<file path="config.mk">
export PLATFORM = sky130hd
export DESIGN_NAME = at_command_line_receiver_core_flat
export DESIGN_NICKNAME = d
export VERILOG_FILES = /design/src/design/atclr_pkg.sv /design/src/design/atclr_in_if.sv /design/src/design/atclr_out_if.sv /design/src/design/atclr_ctrl.sv /design/src/design/atclr_dp.sv /design/src/design/at_command_line_receiver_core.sv /design/src/flat_wrapper.sv
export SDC_FILE = /design/constraint.sdc
export NUM_CORES = 1
export LEC_CHECK = 0
export BUFFER_PORTS_ARGS = -buffer_cell sky130_fd_sc_hd__buf_2
export CORE_AREA = 2 2 187 189
export CTS_BUF_LIST = sky130_fd_sc_hd__clkbuf_4 sky130_fd_sc_hd__clkbuf_8
export CTS_CLUSTER_DIAMETER = 30
export DETAILED_ROUTE_END_ITERATION = 8
export DIE_AREA = 0 0 189 191
export GPL_ROUTABILITY_DRIVEN = 0
export HOLD_SLACK_MARGIN = 0.06
export SKIP_CTS_REPAIR_TIMING = 1
export SLEW_MARGIN = 20
export SYNTH_ARGS = -nofsm -noshare
export SYNTH_HDL_FRONTEND = slang
export SYNTH_SLANG_ARGS = --single-unit
</file>
<file path="constraint.sdc">
create_clock -name clk -period 3.7 [get_ports clk]
set_input_delay 0.555 -clock clk [delete_from_list [all_inputs] [get_ports clk]]
set_output_delay 0.555 -clock clk [all_outputs]
set_load 0.01 [all_outputs]
</file>
<file path="src/design/atclr_pkg.sv">
// Shared types and constants for the AT command line receiver.
// No dependencies; used by atclr_ctrl, atclr_dp, the top level and the checker.
`default_nettype none

package atclr_pkg;

  localparam int LINE_DEPTH = 32;
  localparam int LINE_AW    = $clog2(LINE_DEPTH);
  localparam int LEN_W      = LINE_AW;

  localparam logic [7:0] CH_BS  = 8'h08;
  localparam logic [7:0] CH_LF  = 8'h0a;
  localparam logic [7:0] CH_CR  = 8'h0d;
  localparam logic [7:0] CH_SP  = 8'h20;
  localparam logic [7:0] CH_DEL = 8'h7f;
  localparam logic [7:0] CH_UA  = 8'h41;
  localparam logic [7:0] CH_LA  = 8'h61;
  localparam logic [7:0] CH_UT  = 8'h54;
  localparam logic [7:0] CH_LT  = 8'h74;

  typedef enum logic [1:0] {
    KIND_ECHO   = 2'd0,
    KIND_CMD    = 2'd1,
    KIND_REJECT = 2'd2
  } kind_t;

  typedef enum logic [2:0] {
    CLS_CR,
    CLS_LF,
    CLS_ERASE,
    CLS_A,
    CLS_T,
    CLS_OTHER
  } cls_t;

  typedef enum logic [3:0] {
    S_IDLE,
    S_DECODE,
    S_STORE_T,
    S_ECHO_A,
    S_ECHO_T,
    S_ECHO_LAST,
    S_ECHO_THEN_REJ,
    S_ECHO_THEN_CMD,
    S_ERASE_BS1,
    S_ERASE_SP,
    S_ERASE_BS2,
    S_REJECT,
    S_PREFETCH,
    S_CMD
  } state_t;

  typedef enum logic [3:0] {
    DP_NOP,
    DP_CLR_PENDING,
    DP_HOLD_A,
    DP_START_LINE,
    DP_STORE_T,
    DP_ERASE,
    DP_STORE,
    DP_OVERFLOW,
    DP_END_DISCARD,
    DP_END_LINE
  } dp_op_t;

  typedef enum logic [2:0] {
    OUT_NONE,
    OUT_ECHO_HELD,
    OUT_ECHO_BYTE,
    OUT_BS,
    OUT_SP,
    OUT_REJECT,
    OUT_CMD
  } out_op_t;

  typedef struct packed {
    logic    latch;
    dp_op_t  dp_op;
    out_op_t out_op;
    logic    out_last;
    logic    rd_first;
    logic    rd_next;
  } dp_cmd_t;

  typedef struct packed {
    cls_t cls;
    logic echo_en;
    logic active;
    logic discard;
    logic pending;
    logic len_zero;
    logic len_full;
    logic stream_done;
    logic out_free;
  } dp_sts_t;

endpackage

`default_nettype wire

</file>
<file path="src/design/atclr_in_if.sv">
// Input channel: one received terminal byte per item.
// Standalone interface; no package dependency.
`default_nettype none

interface atclr_in_if;
  logic       valid;
  logic       ready;
  logic [7:0] in_byte;

  modport source (output valid, output in_byte, input ready);
  modport sink   (input valid, input in_byte, output ready);
endinterface

`default_nettype wire

</file>
<file path="src/design/atclr_out_if.sv">
// Result channel: echo bytes, command bytes and rejection events.
// Standalone interface; no package dependency.
`default_nettype none

interface atclr_out_if;
  logic       valid;
  logic       ready;
  logic [1:0] result_kind;
  logic [7:0] out_byte;
  logic       last_of_run;

  modport source (output valid, output result_kind, output out_byte,
                  output last_of_run, input ready);
  modport sink   (input valid, input result_kind, input out_byte,
                  input last_of_run, output ready);
endinterface

`default_nettype wire

</file>
<file path="src/design/atclr_ctrl.sv">
// Controller FSM for the AT command line receiver.
// Depends on atclr_pkg; drives atclr_dp through dp_cmd_t, reads dp_sts_t.
`default_nettype none

module atclr_ctrl (
  input  wire logic               clk,
  input  wire logic               rst_n,
  input  wire logic               in_valid,
  output logic                    in_ready,
  input  wire atclr_pkg::dp_sts_t sts,
  output atclr_pkg::dp_cmd_t      cmd
);

  atclr_pkg::state_t state_r, state_nxt;
  atclr_pkg::state_t dec_next;
  atclr_pkg::dp_op_t dec_op;

  always_ff @(posedge clk) begin
    if (!rst_n) begin
      state_r <= atclr_pkg::S_IDLE;
    end else begin
      state_r <= state_nxt;
    end
  end

  // Decision taken once per item, in the decode cycle.
  always_comb begin
    dec_next = atclr_pkg::S_IDLE;
    dec_op   = atclr_pkg::DP_NOP;
    if (!sts.active) begin
      unique case (sts.cls)
        atclr_pkg::CLS_T: begin
          if (sts.pending) begin
            dec_op   = atclr_pkg::DP_START_LINE;
            dec_next = atclr_pkg::S_STORE_T;
          end else begin
            dec_op = atclr_pkg::DP_CLR_PENDING;
          end
        end
        atclr_pkg::CLS_A: dec_op = atclr_pkg::DP_HOLD_A;
        default:          dec_op = atclr_pkg::DP_CLR_PENDING;
      endcase
    end else begin
      unique case (sts.cls)
        atclr_pkg::CLS_LF: dec_op = atclr_pkg::DP_NOP;
        atclr_pkg::CLS_ERASE: begin
          if (!sts.discard && !sts.len_zero) begin
            dec_op   = atclr_pkg::DP_ERASE;
            dec_next = sts.echo_en ? atclr_pkg::S_ERASE_BS1 : atclr_pkg::S_IDLE;
          end
        end
        atclr_pkg::CLS_CR: begin
          if (sts.discard) begin
            dec_op   = atclr_pkg::DP_END_DISCARD;
            dec_next = sts.echo_en ? atclr_pkg::S_ECHO_LAST : atclr_pkg::S_IDLE;
          end else begin
            dec_next = sts.echo_en ? atclr_pkg::S_ECHO_THEN_CMD : atclr_pkg::S_PREFETCH;
          end
        end
        default: begin
          if (sts.discard) begin
            dec_next = sts.echo_en ? atclr_pkg::S_ECHO_LAST : atclr_pkg::S_IDLE;
          end else if (sts.len_full) begin
            dec_op   = atclr_pkg::DP_OVERFLOW;
            dec_next = sts.echo_en ? atclr_pkg::S_ECHO_THEN_REJ : atclr_pkg::S_REJECT;
          end else begin
            dec_op   = atclr_pkg::DP_STORE;
            dec_next = sts.echo_en ? atclr_pkg::S_ECHO_LAST : atclr_pkg::S_IDLE;
          end
        end
      endcase
    end
  end

  // Next state
  always_comb begin
    state_nxt = state_r;
    unique case (state_r)
      atclr_pkg::S_IDLE:    if (in_valid) state_nxt = atclr_pkg::S_DECODE;
      atclr_pkg::S_DECODE:  state_nxt = dec_next;
      atclr_pkg::S_STORE_T: begin
        state_nxt = sts.echo_en ? atclr_pkg::S_ECHO_A : atclr_pkg::S_IDLE;
      end
      atclr_pkg::S_ECHO_A:        if (sts.out_free) state_nxt = atclr_pkg::S_ECHO_T;
      atclr_pkg::S_ECHO_T:        if (sts.out_free) state_nxt = atclr_pkg::S_IDLE;
      atclr_pkg::S_ECHO_LAST:     if (sts.out_free) state_nxt = atclr_pkg::S_IDLE;
      atclr_pkg::S_ECHO_THEN_REJ: if (sts.out_free) state_nxt = atclr_pkg::S_REJECT;
      atclr_pkg::S_ECHO_THEN_CMD: if (sts.out_free) state_nxt = atclr_pkg::S_PREFETCH;
      atclr_pkg::S_ERASE_BS1:     if (sts.out_free) state_nxt = atclr_pkg::S_ERASE_SP;
      atclr_pkg::S_ERASE_SP:      if (sts.out_free) state_nxt = atclr_pkg::S_ERASE_BS2;
      atclr_pkg::S_ERASE_BS2:     if (sts.out_free) state_nxt = atclr_pkg::S_IDLE;
      atclr_pkg::S_REJECT:        if (sts.out_free) state_nxt = atclr_pkg::S_IDLE;
      atclr_pkg::S_PREFETCH:      state_nxt = atclr_pkg::S_CMD;
      atclr_pkg::S_CMD: begin
        if (sts.out_free && sts.stream_done) state_nxt = atclr_pkg::S_IDLE;
      end
      default: state_nxt = atclr_pkg::S_IDLE;
    endcase
  end

  // Outputs
  always_comb begin
    in_ready     = 1'b0;
    cmd          = '0;
    cmd.dp_op    = atclr_pkg::DP_NOP;
    cmd.out_op   = atclr_pkg::OUT_NONE;
    unique case (state_r)
      atclr_pkg::S_IDLE: begin
        in_ready  = 1'b1;
        cmd.latch = in_valid;
      end
      atclr_pkg::S_DECODE:  cmd.dp_op = dec_op;
      atclr_pkg::S_STORE_T: cmd.dp_op = atclr_pkg::DP_STORE_T;
      atclr_pkg::S_ECHO_A: begin
        if (sts.out_free) cmd.out_op = atclr_pkg::OUT_ECHO_HELD;
      end
      atclr_pkg::S_ECHO_T, atclr_pkg::S_ECHO_LAST: begin
        if (sts.out_free) begin
          cmd.out_op   = atclr_pkg::OUT_ECHO_BYTE;
          cmd.out_last = 1'b1;
        end
      end
      atclr_pkg::S_ECHO_THEN_REJ, atclr_pkg::S_ECHO_THEN_CMD: begin
        if (sts.out_free) cmd.out_op = atclr_pkg::OUT_ECHO_BYTE;
      end
      atclr_pkg::S_ERASE_BS1: begin
        if (sts.out_free) cmd.out_op = atclr_pkg::OUT_BS;
      end
      atclr_pkg::S_ERASE_SP: begin
        if (sts.out_free) cmd.out_op = atclr_pkg::OUT_SP;
      end
      atclr_pkg::S_ERASE_BS2: begin
        if (sts.out_free) begin
          cmd.out_op   = atclr_pkg::OUT_BS;
          cmd.out_last = 1'b1;
        end
      end
      atclr_pkg::S_REJECT: begin
        if (sts.out_free) begin
          cmd.out_op   = atclr_pkg::OUT_REJECT;
          cmd.out_last = 1'b1;
        end
      end
      atclr_pkg::S_PREFETCH: cmd.rd_first = 1'b1;
      atclr_pkg::S_CMD: begin
        if (sts.out_free) begin
          cmd.out_op   = atclr_pkg::OUT_CMD;
          cmd.out_last = sts.stream_done;
          if (sts.stream_done) begin
            cmd.dp_op = atclr_pkg::DP_END_LINE;
          end else begin
            cmd.rd_next = 1'b1;
          end
        end
      end
      default: in_ready = 1'b0;
    endcase
  end

endmodule

`default_nettype wire

</file>
<file path="src/design/atclr_dp.sv">
// Datapath: line state, line memory and result output register.
// Depends on atclr_pkg; commanded by atclr_ctrl.
`default_nettype none

module atclr_dp (
  input  wire logic               clk,
  input  wire logic               rst_n,
  input  wire logic               cfg_we,
  input  wire logic               cfg_wdata,
  input  wire logic [7:0]         in_byte,
  input  wire atclr_pkg::dp_cmd_t cmd,
  output atclr_pkg::dp_sts_t      sts,
  output logic                    out_valid,
  input  wire logic               out_ready,
  output logic [1:0]              out_kind,
  output logic [7:0]              out_byte,
  output logic                    out_last
);

  localparam logic [atclr_pkg::LEN_W-1:0] LEN_FULL =
    atclr_pkg::LEN_W'(atclr_pkg::LINE_DEPTH - 1);
  localparam logic [atclr_pkg::LEN_W-1:0] LEN_ONE   = atclr_pkg::LEN_W'(1);
  localparam logic [atclr_pkg::LEN_W-1:0] LEN_START = atclr_pkg::LEN_W'(2);

  logic                         echo_en_r;
  logic                         pending_r,  pending_nxt;
  logic [7:0]                   held_a_r,   held_a_nxt;
  logic                         active_r,   active_nxt;
  logic                         discard_r,  discard_nxt;
  logic [atclr_pkg::LEN_W-1:0]  len_r,      len_nxt;
  logic [atclr_pkg::LEN_W-1:0]  idx_r,      idx_nxt;
  logic [7:0]                   byte_r;

  logic [7:0]                   line_mem [atclr_pkg::LINE_DEPTH];
  logic                         mem_we;
  logic [atclr_pkg::LINE_AW-1:0] mem_waddr;
  logic [7:0]                   mem_wdata;
  logic                         mem_re;
  logic [atclr_pkg::LINE_AW-1:0] mem_raddr;
  logic [7:0]                   rdata_r;

  logic                         out_valid_r;
  logic [1:0]                   out_kind_r;
  logic [7:0]                   out_byte_r;
  logic                         out_last_r;
  atclr_pkg::kind_t             ld_kind;
  logic [7:0]                   ld_byte;

  atclr_pkg::cls_t              cls;

  always_comb begin
    unique case (byte_r) inside
      atclr_pkg::CH_CR:                   cls = atclr_pkg::CLS_CR;
      atclr_pkg::CH_LF:                   cls = atclr_pkg::CLS_LF;
      atclr_pkg::CH_BS, atclr_pkg::CH_DEL: cls = atclr_pkg::CLS_ERASE;
      atclr_pkg::CH_UA, atclr_pkg::CH_LA: cls = atclr_pkg::CLS_A;
      atclr_pkg::CH_UT, atclr_pkg::CH_LT: cls = atclr_pkg::CLS_T;
      default:                            cls = atclr_pkg::CLS_OTHER;
    endcase
  end

  // Line state updates
  always_comb begin
    pending_nxt = pending_r;
    held_a_nxt  = held_a_r;
    active_nxt  = active_r;
    discard_nxt = discard_r;
    len_nxt     = len_r;
    mem_we      = 1'b0;
    mem_waddr   = len_r[atclr_pkg::LINE_AW-1:0];
    mem_wdata   = byte_r;
    unique case (cmd.dp_op)
      atclr_pkg::DP_CLR_PENDING: pending_nxt = 1'b0;
      atclr_pkg::DP_HOLD_A: begin
        held_a_nxt  = byte_r;
        pending_nxt = 1'b1;
      end
      atclr_pkg::DP_START_LINE: begin
        mem_we      = 1'b1;
        mem_waddr   = '0;
        mem_wdata   = held_a_r;
        len_nxt     = LEN_START;
        active_nxt  = 1'b1;
        pending_nxt = 1'b0;
      end
      atclr_pkg::DP_STORE_T: begin
        mem_we    = 1'b1;
        mem_waddr = atclr_pkg::LINE_AW'(1);
      end
      atclr_pkg::DP_ERASE: begin
        len_nxt = len_r - LEN_ONE;
        if (len_r == LEN_ONE) begin
          active_nxt  = 1'b0;
          pending_nxt = 1'b0;
        end
      end
      atclr_pkg::DP_STORE: begin
        mem_we  = 1'b1;
        len_nxt = len_r + LEN_ONE;
      end
      atclr_pkg::DP_OVERFLOW: begin
        len_nxt     = '0;
        discard_nxt = 1'b1;
      end
      atclr_pkg::DP_END_DISCARD: begin
        discard_nxt = 1'b0;
        len_nxt     = '0;
        active_nxt  = 1'b0;
        pending_nxt = 1'b0;
      end
      atclr_pkg::DP_END_LINE: begin
        len_nxt     = '0;
        active_nxt  = 1'b0;
        pending_nxt = 1'b0;
      end
      default: len_nxt = len_r;
    endcase
  end

  // Stream read index: counts entries already fetched
  always_comb begin
    idx_nxt   = idx_r;
    mem_re    = 1'b0;
    mem_raddr = idx_r[atclr_pkg::LINE_AW-1:0];
    if (cmd.rd_first) begin
      mem_re    = 1'b1;
      mem_raddr = '0;
      idx_nxt   = LEN_ONE;
    end else if (cmd.rd_next) begin
      mem_re  = 1'b1;
      idx_nxt = idx_r + LEN_ONE;
    end
  end

  always_ff @(posedge clk) begin
    if (!rst_n) begin
      echo_en_r <= 1'b1;
      pending_r <= 1'b0;
      held_a_r  <= '0;
      active_r  <= 1'b0;
      discard_r <= 1'b0;
      len_r     <= '0;
      idx_r     <= '0;
    end else begin
      if (cfg_we) echo_en_r <= cfg_wdata;
      pending_r <= pending_nxt;
      held_a_r  <= held_a_nxt;
      active_r  <= active_nxt;
      discard_r <= discard_nxt;
      len_r     <= len_nxt;
      idx_r     <= idx_nxt;
    end
  end

  always_ff @(posedge clk) begin
    if (cmd.latch) byte_r <= in_byte;
  end

  always_ff @(posedge clk) begin
    if (mem_we) line_mem[mem_waddr] <= mem_wdata;
    if (mem_re) rdata_r <= line_mem[mem_raddr];
  end

  // Output register
  always_comb begin
    ld_kind = atclr_pkg::KIND_ECHO;
    ld_byte = byte_r;
    case (cmd.out_op)
      atclr_pkg::OUT_ECHO_HELD: ld_byte = held_a_r;
      atclr_pkg::OUT_BS:        ld_byte = atclr_pkg::CH_BS;
      atclr_pkg::OUT_SP:        ld_byte = atclr_pkg::CH_SP;
      atclr_pkg::OUT_REJECT: begin
        ld_kind = atclr_pkg::KIND_REJECT;
        ld_byte = '0;
      end
      atclr_pkg::OUT_CMD: begin
        ld_kind = atclr_pkg::KIND_CMD;
        ld_byte = rdata_r;
      end
      default: ld_byte = byte_r;
    endcase
  end

  always_ff @(posedge clk) begin
    if (!rst_n) begin
      out_valid_r <= 1'b0;
    end else if (cmd.out_op != atclr_pkg::OUT_NONE) begin
      out_valid_r <= 1'b1;
    end else if (out_ready) begin
      out_valid_r <= 1'b0;
    end
  end

  always_ff @(posedge clk) begin
    if (cmd.out_op != atclr_pkg::OUT_NONE) begin
      out_kind_r <= ld_kind;
      out_byte_r <= ld_byte;
      out_last_r <= cmd.out_last;
    end
  end

  assign out_valid = out_valid_r;
  assign out_kind  = out_kind_r;
  assign out_byte  = out_byte_r;
  assign out_last  = out_last_r;

  always_comb begin
    sts.cls         = cls;
    sts.echo_en     = echo_en_r;
    sts.active      = active_r;
    sts.discard     = discard_r;
    sts.pending     = pending_r;
    sts.len_zero    = (len_r == '0);
    sts.len_full    = (len_r >= LEN_FULL);
    sts.stream_done = (idx_r == len_r);
    sts.out_free    = !out_valid_r || out_ready;
  end

endmodule

`default_nettype wire

</file>
<file path="src/design/at_command_line_receiver_core.sv">
// AT command line receiver, top level.
// Depends on atclr_pkg, atclr_in_if, atclr_out_if, atclr_ctrl and atclr_dp.
`default_nettype none

// Takes terminal bytes one item at a time and returns echo bytes, the
// completed command line, or a rejection for an overlong line. Bytes are
// dropped until an A/a is directly followed by T/t; from then on the line
// (AT included) is kept in a LINE_DEPTH-entry byte memory holding at most
// LINE_DEPTH-1 characters. BS and DEL erase one character (echo BS SP BS),
// LF is ignored, CR echoes and then streams the stored line as command
// items, the final one flagged by last_of_run. Every item that produces
// results flags its final result the same way. cfg_wdata on cfg_we sets
// echo (on after reset); write it only while the block is idle.
// Timing: one item is handled at a time. An item is taken in S_IDLE and
// decoded in the next cycle; an item with no result then returns to
// S_IDLE, but a T that opens a line passes through S_STORE_T first. On CR
// the line is read back through the memory's single registered read port,
// S_PREFETCH fetching the first byte. Echo, rejection and command results
// follow at one per cycle while the output is free. The output register
// lets a new item be accepted while the final result still waits; a
// stalled output holds the sequence in place.
module at_command_line_receiver_core (
  input  wire logic  clk,
  input  wire logic  rst_n,
  input  wire logic  cfg_we,
  input  wire logic  cfg_wdata,
  atclr_in_if.sink   in_ch,
  atclr_out_if.source out_ch
);

  atclr_pkg::dp_cmd_t cmd;
  atclr_pkg::dp_sts_t sts;

  logic       out_valid;
  logic [1:0] out_kind;
  logic [7:0] out_byte;
  logic       out_last;
  logic       in_ready;

  // Sequencing of the results of each item.
  atclr_ctrl u_ctrl (
    .clk      (clk),
    .rst_n    (rst_n),
    .in_valid (in_ch.valid),
    .in_ready (in_ready),
    .sts      (sts),
    .cmd      (cmd)
  );

  // Line state, line memory and output register.
  atclr_dp u_dp (
    .clk       (clk),
    .rst_n     (rst_n),
    .cfg_we    (cfg_we),
    .cfg_wdata (cfg_wdata),
    .in_byte   (in_ch.in_byte),
    .cmd       (cmd),
    .sts       (sts),
    .out_valid (out_valid),
    .out_ready (out_ch.ready),
    .out_kind  (out_kind),
    .out_byte  (out_byte),
    .out_last  (out_last)
  );

  assign in_ch.ready        = in_ready;
  assign out_ch.valid       = out_valid;
  assign out_ch.result_kind = out_kind;
  assign out_ch.out_byte    = out_byte;
  assign out_ch.last_of_run = out_last;

endmodule

`default_nettype wire

</file>
<file path="src/flat_wrapper.sv">
// flat-port wrapper written by rule: the top's interface ports become plain ports
module at_command_line_receiver_core_flat 
  (clk, rst_n, cfg_we, cfg_wdata, in_ch_valid, in_ch_in_byte, in_ch_ready, out_ch_valid, out_ch_result_kind, out_ch_out_byte, out_ch_last_of_run, out_ch_ready);
  atclr_in_if in_ch_i ();
  atclr_out_if out_ch_i ();
  input  wire logic clk;
  input  wire logic rst_n;
  input  wire logic cfg_we;
  input  wire logic cfg_wdata;
  input wire logic [$bits(in_ch_i.valid)-1:0] in_ch_valid;
  input wire logic [$bits(in_ch_i.in_byte)-1:0] in_ch_in_byte;
  output wire logic [$bits(in_ch_i.ready)-1:0] in_ch_ready;
  output wire logic [$bits(out_ch_i.valid)-1:0] out_ch_valid;
  output wire logic [$bits(out_ch_i.result_kind)-1:0] out_ch_result_kind;
  output wire logic [$bits(out_ch_i.out_byte)-1:0] out_ch_out_byte;
  output wire logic [$bits(out_ch_i.last_of_run)-1:0] out_ch_last_of_run;
  input wire logic [$bits(out_ch_i.ready)-1:0] out_ch_ready;
  assign in_ch_i.valid = in_ch_valid;
  assign in_ch_i.in_byte = in_ch_in_byte;
  assign in_ch_ready = in_ch_i.ready;
  assign out_ch_valid = out_ch_i.valid;
  assign out_ch_result_kind = out_ch_i.result_kind;
  assign out_ch_out_byte = out_ch_i.out_byte;
  assign out_ch_last_of_run = out_ch_i.last_of_run;
  assign out_ch_i.ready = out_ch_ready;
  at_command_line_receiver_core u_core (.clk(clk), .rst_n(rst_n), .cfg_we(cfg_we), .cfg_wdata(cfg_wdata), .in_ch(in_ch_i), .out_ch(out_ch_i));
endmodule
</file>
==> run_results.csv <==
group,metric,value,unit
synthesis,ys_seq_elements,310,
timing,tightestPinTransition,0.921,ns
finish,num-nets-final,1194,
timing,timing.final.crit_period,3.49,ns
setup_path,reg2reg_slack,0.21,ns
placed_design,port_buffers,26,
timing,finalCritPeriodShare,0.942,
finish,drive_gt1_frac,0.200,
detailed_routing,drtPass1Iterations,7,
die,core,0.0341,sq mm
timing,setup_slack,0.214,ns
setup_path,arrival,3.80,ns
finish,syn_to_final_growth,18.6,%
setup_path,r2r_start,"u_core.u_dp.byte_r[7]$_DFFE_PP_",
grt,grt_pass1_wl,51.6,mm
finish,stdcell_count,1680,
setup_path,path_max_fanout,14,
setup_path,end_kind,"flop",
detailed_routing,routed_wl,33.6,mm
min_path,hold_end,"u_core.u_dp.byte_r[5]$_DFFE_PP_",
status,status,"completed",
synthesis,ys.flop_type,"edfxtp_1",
cts,cts_tree,"yes",
finish,multi_input_area,0.00415,sq mm
setup_path,critPathTopFamily,"simple AND/OR/NAND/NOR gates",
synthesis,avgSynthCellArea,12.5,sq um
timing,slew_violations,0,
cts,cts_buffers,61,
placed_design,pre_cts_slack,0.235,ns
min_path,hold_path.class,"input port to flop",
setup_path,cp.required,4.01,ns
setup_path,crit_start,"u_core.u_dp.byte_r[7]$_DFFE_PP_",
die,start_util,0.395,
min_path,hold_depth,1,
synthesis,syn-cell-area,0.0135,sq mm
cts,clock_sinks,310,
grt,antenna_found_initial,0,
power,leakage,5.45,nW
die,io_pins,27,
setup_path,cp_slowest_cell,"or4b_4",
setup_path,r2r_cells,10,
timing,setup_tns,0,ns
detailed_routing,routedWlPerCell,20.0,microns
detailed_routing,drt_first_iter_violations,1065,
power,p_per_area,496,mW/mm^2
setup_path,crit_type,"flop to flop",
detailed_routing,num_vias,9155,
cts,cts_root_buf,"clkbuf_8",
placed_design,dp_hpwl,20.8,mm
setup_path,crit_path_start_kind,"flop",
setup_path,crit_path_frequent_cell,"buf_4",
timing,rsz0062_at_grt,"false",
min_path,min-delay-start,"in_ch_in_byte[5]",
timing,fin_worst_skew,0.0280,ns
die,die_h,191,microns
die,row_count,68,
grt,grt_pass1_vias,8959,
setup_path,cp_cell_sequence,"or4b_4, o2bb2ai_1, o21ai_2, a2111oi_4, nor3_1, buf_4, nor4b_1, nand2_1, nor2_1, buf_4",
setup_path,cpPeakStageDelay,0.60,ns
flow_run,max_cap_viol_count,0,
setup_path,r2r-end,"u_core.u_dp.line_mem[22][2]$_DFFE_PP_",
detailed_routing,ant_nets,0,
finish,regArea,0.00904,sq mm
grt,grt_start_max_net_pins,133,
synthesis,ys_seq_area_frac,0.670,
timing,slew-limit-headroom,0.384,
die,die_x,189,microns
die,dieArea,0.0361,sq mm
timing,finalSetupViolCount,0,
grt,grt.total_usage,0.188,
timing,max_clock_freq,287,MHz
finish,fin_util,0.469,
setup_path,path_buf_inv,2,
power,vdd_drop_max,0.227,mV
synthesis,synth-edff-count,283,
cts,worst_skew_pair.late_latency,0.62,ns
synthesis,synth.distinct_cells,64,
cts,htree_levels,2,
finish,fill_cells,3003,
timing,final-hold-violation-count,0,
synthesis,synth_warnings,0,
placed_design,dp.cells,1565,
cts,clockBufferDepth,3,
detailed_routing,drcViolationCount,0,
cts,path_clk_slew,0.05,ns
synthesis,synthCells,1082,
grt,gr-total-overflow,0,
detailed_routing,drt-vias-per-instance,5.45,
synthesis,synthArstFlopShare,0,
[how the worst max path moves through the flow]
| stage | end | slack, ns | cells past startpoint |
|---|---|---|---|
| after global routing | u_core.u_dp.line_mem[24][4]$_DFFE_PP_ | 0.02 | 10 |
| after global placement | u_core.u_dp.line_mem[22][1]$_DFFE_PP_ | 0.28 | 10 |
| after CTS | u_core.u_dp.line_mem[29][5]$_DFFE_PP_ | 0.15 | 10 |
| final | u_core.u_dp.line_mem[22][2]$_DFFE_PP_ | 0.21 | 10 |
| after floorplan | u_core.u_dp.line_mem[3][0]$_DFFE_PP_ | 0.39 | 8 |
| after detailed placement | u_core.u_dp.line_mem[12][1]$_DFFE_PP_ | 0.24 | 9 |
[worst register-to-register path, delay by kind of cell (launching register included)]
kind / cells / cell delay (ns)
simple gates: 5 / 1.47
compound gates: 3 / 0.83
flops: 1 / 0.47
buf+inv: 2 / 0.42
[registers in the layout, indices dropped and copies added, names as in the netlist, 2 cells and up]
| register | cells |
|---|---|
| u_core.u_ctrl.state_r | 4 |
| u_core.u_dp.byte_r | 8 |
| u_core.u_dp.held_a_r | 8 |
| u_core.u_dp.idx_r | 5 |
| u_core.u_dp.len_r | 5 |
| u_core.u_dp.line_mem | 256 |
| u_core.u_dp.out_byte | 8 |
| u_core.u_dp.out_kind | 2 |
| u_core.u_dp.rdata_r | 8 |
[synthesized netlist by cell type (12+ instances only)]
library cell,n,area (sq um)
nand2_1,154,578
inv_1,16,60.1
nor3_1,12,60.1
a211oi_1,37,278
nor2_1,127,477
edfxtp_1,283,8500
a31oi_1,38,238
mux4_2,16,360
and3_1,36,225
a21oi_1,17,85.1
clkbuf_1,60,225
o211ai_1,34,255
mux2_2,12,135
o21ai_0,73,365
dfxtp_1,27,541
[kinds of logic after synthesis]
family | count (synthesis) | share of synthesized area
fa+ha+maj | 6 | 0.00557
other cells | 1 | 0.000278
xor+xnor | 9 | 0.00585
flops | 310 | 0.670
mux | 30 | 0.0382
compound gates | 246 | 0.123
buf+inv | 89 | 0.0259
simple gates | 391 | 0.131
[per-stage QoR]
step	hold WS (ns)	cell area [sq um]	total power [mW]
2_1_floorplan	0.446	13500	4.01
3_3_place_gp	0.489	14600	4.09
3_5_place_dp	0.480	14600	4.09
4_1_cts	0.0895	16000	8.00
5_1_grt	0.0953	16000	8.18
6_report	0.122	16000	7.93
[report_power, final]
group	switching [mW]	internal (mW)	total [mW]	leakage, nW
sequential	0.0117	3.84	3.86	2.78
clock	1.49	2.42	3.91	0.719
combinational	0.122	0.0432	0.166	1.95
[final cells by class]
type | count | share of cell area
inverters | 16 | 0.00376
diodes | 1 | 0.000157
flip-flops and latches | 310 | 0.566
repair buffers | 95 | 0.0468
clock inverters | 37 | 0.0280
well taps | 455 | 0.0356
multi-input cells | 690 | 0.260
clock buffers | 76 | 0.0603
[placed cells by master (no fill, tap or decap), types with 4 or more instances in the layout]
cell type | synthesis | routed
buf_2 | 6 | 26
and3_1 | 36 | 36
clkinv_2 | 0 | 7
a21o_1 | 7 | 7
buf_4 | 0 | 61
clkinv_1 | 0 | 12
nor2b_1 | 5 | 5
ha_1 | 6 | 6
a221oi_1 | 4 | 4
nand4_1 | 4 | 4
nand2_1 | 154 | 152
clkbuf_8 | 0 | 63
nor4_1 | 5 | 4
dfxtp_1 | 27 | 26
o211ai_1 | 34 | 34
and2_1 | 10 | 9
a31oi_1 | 38 | 38
nor2_1 | 127 | 125
mux4_2 | 16 | 16
clkinvlp_4 | 0 | 4
a211oi_1 | 37 | 37
nand2b_1 | 10 | 10
clkbuf_4 | 0 | 13
bufinv_16 | 0 | 10
nand3_1 | 10 | 10
nor3_1 | 12 | 12
o21ai_0 | 73 | 73
buf_12 | 0 | 8
mux2_2 | 12 | 12
a222oi_1 | 6 | 6
xor2_1 | 8 | 8
inv_1 | 16 | 16
conb_1 | 1 | 8
a21oi_1 | 17 | 17
edfxtp_1 | 283 | 283
[routing by layer]
metal / global-route usage / part of all wire / wire, microns / vias to the layer above
li1: - / - / - / 4273
met1: 0.258 / 0.44 / 14600 / 4475
met2: 0.308 / 0.47 / 15900 / 344
met3: 0.0292 / 0.071 / 2380 / 63
met4: 0.0607 / 0.020 / 684 / 0
met5: 0 / 0 / 0 / -
No activity file was read; power rests on OpenSTA's default activity.
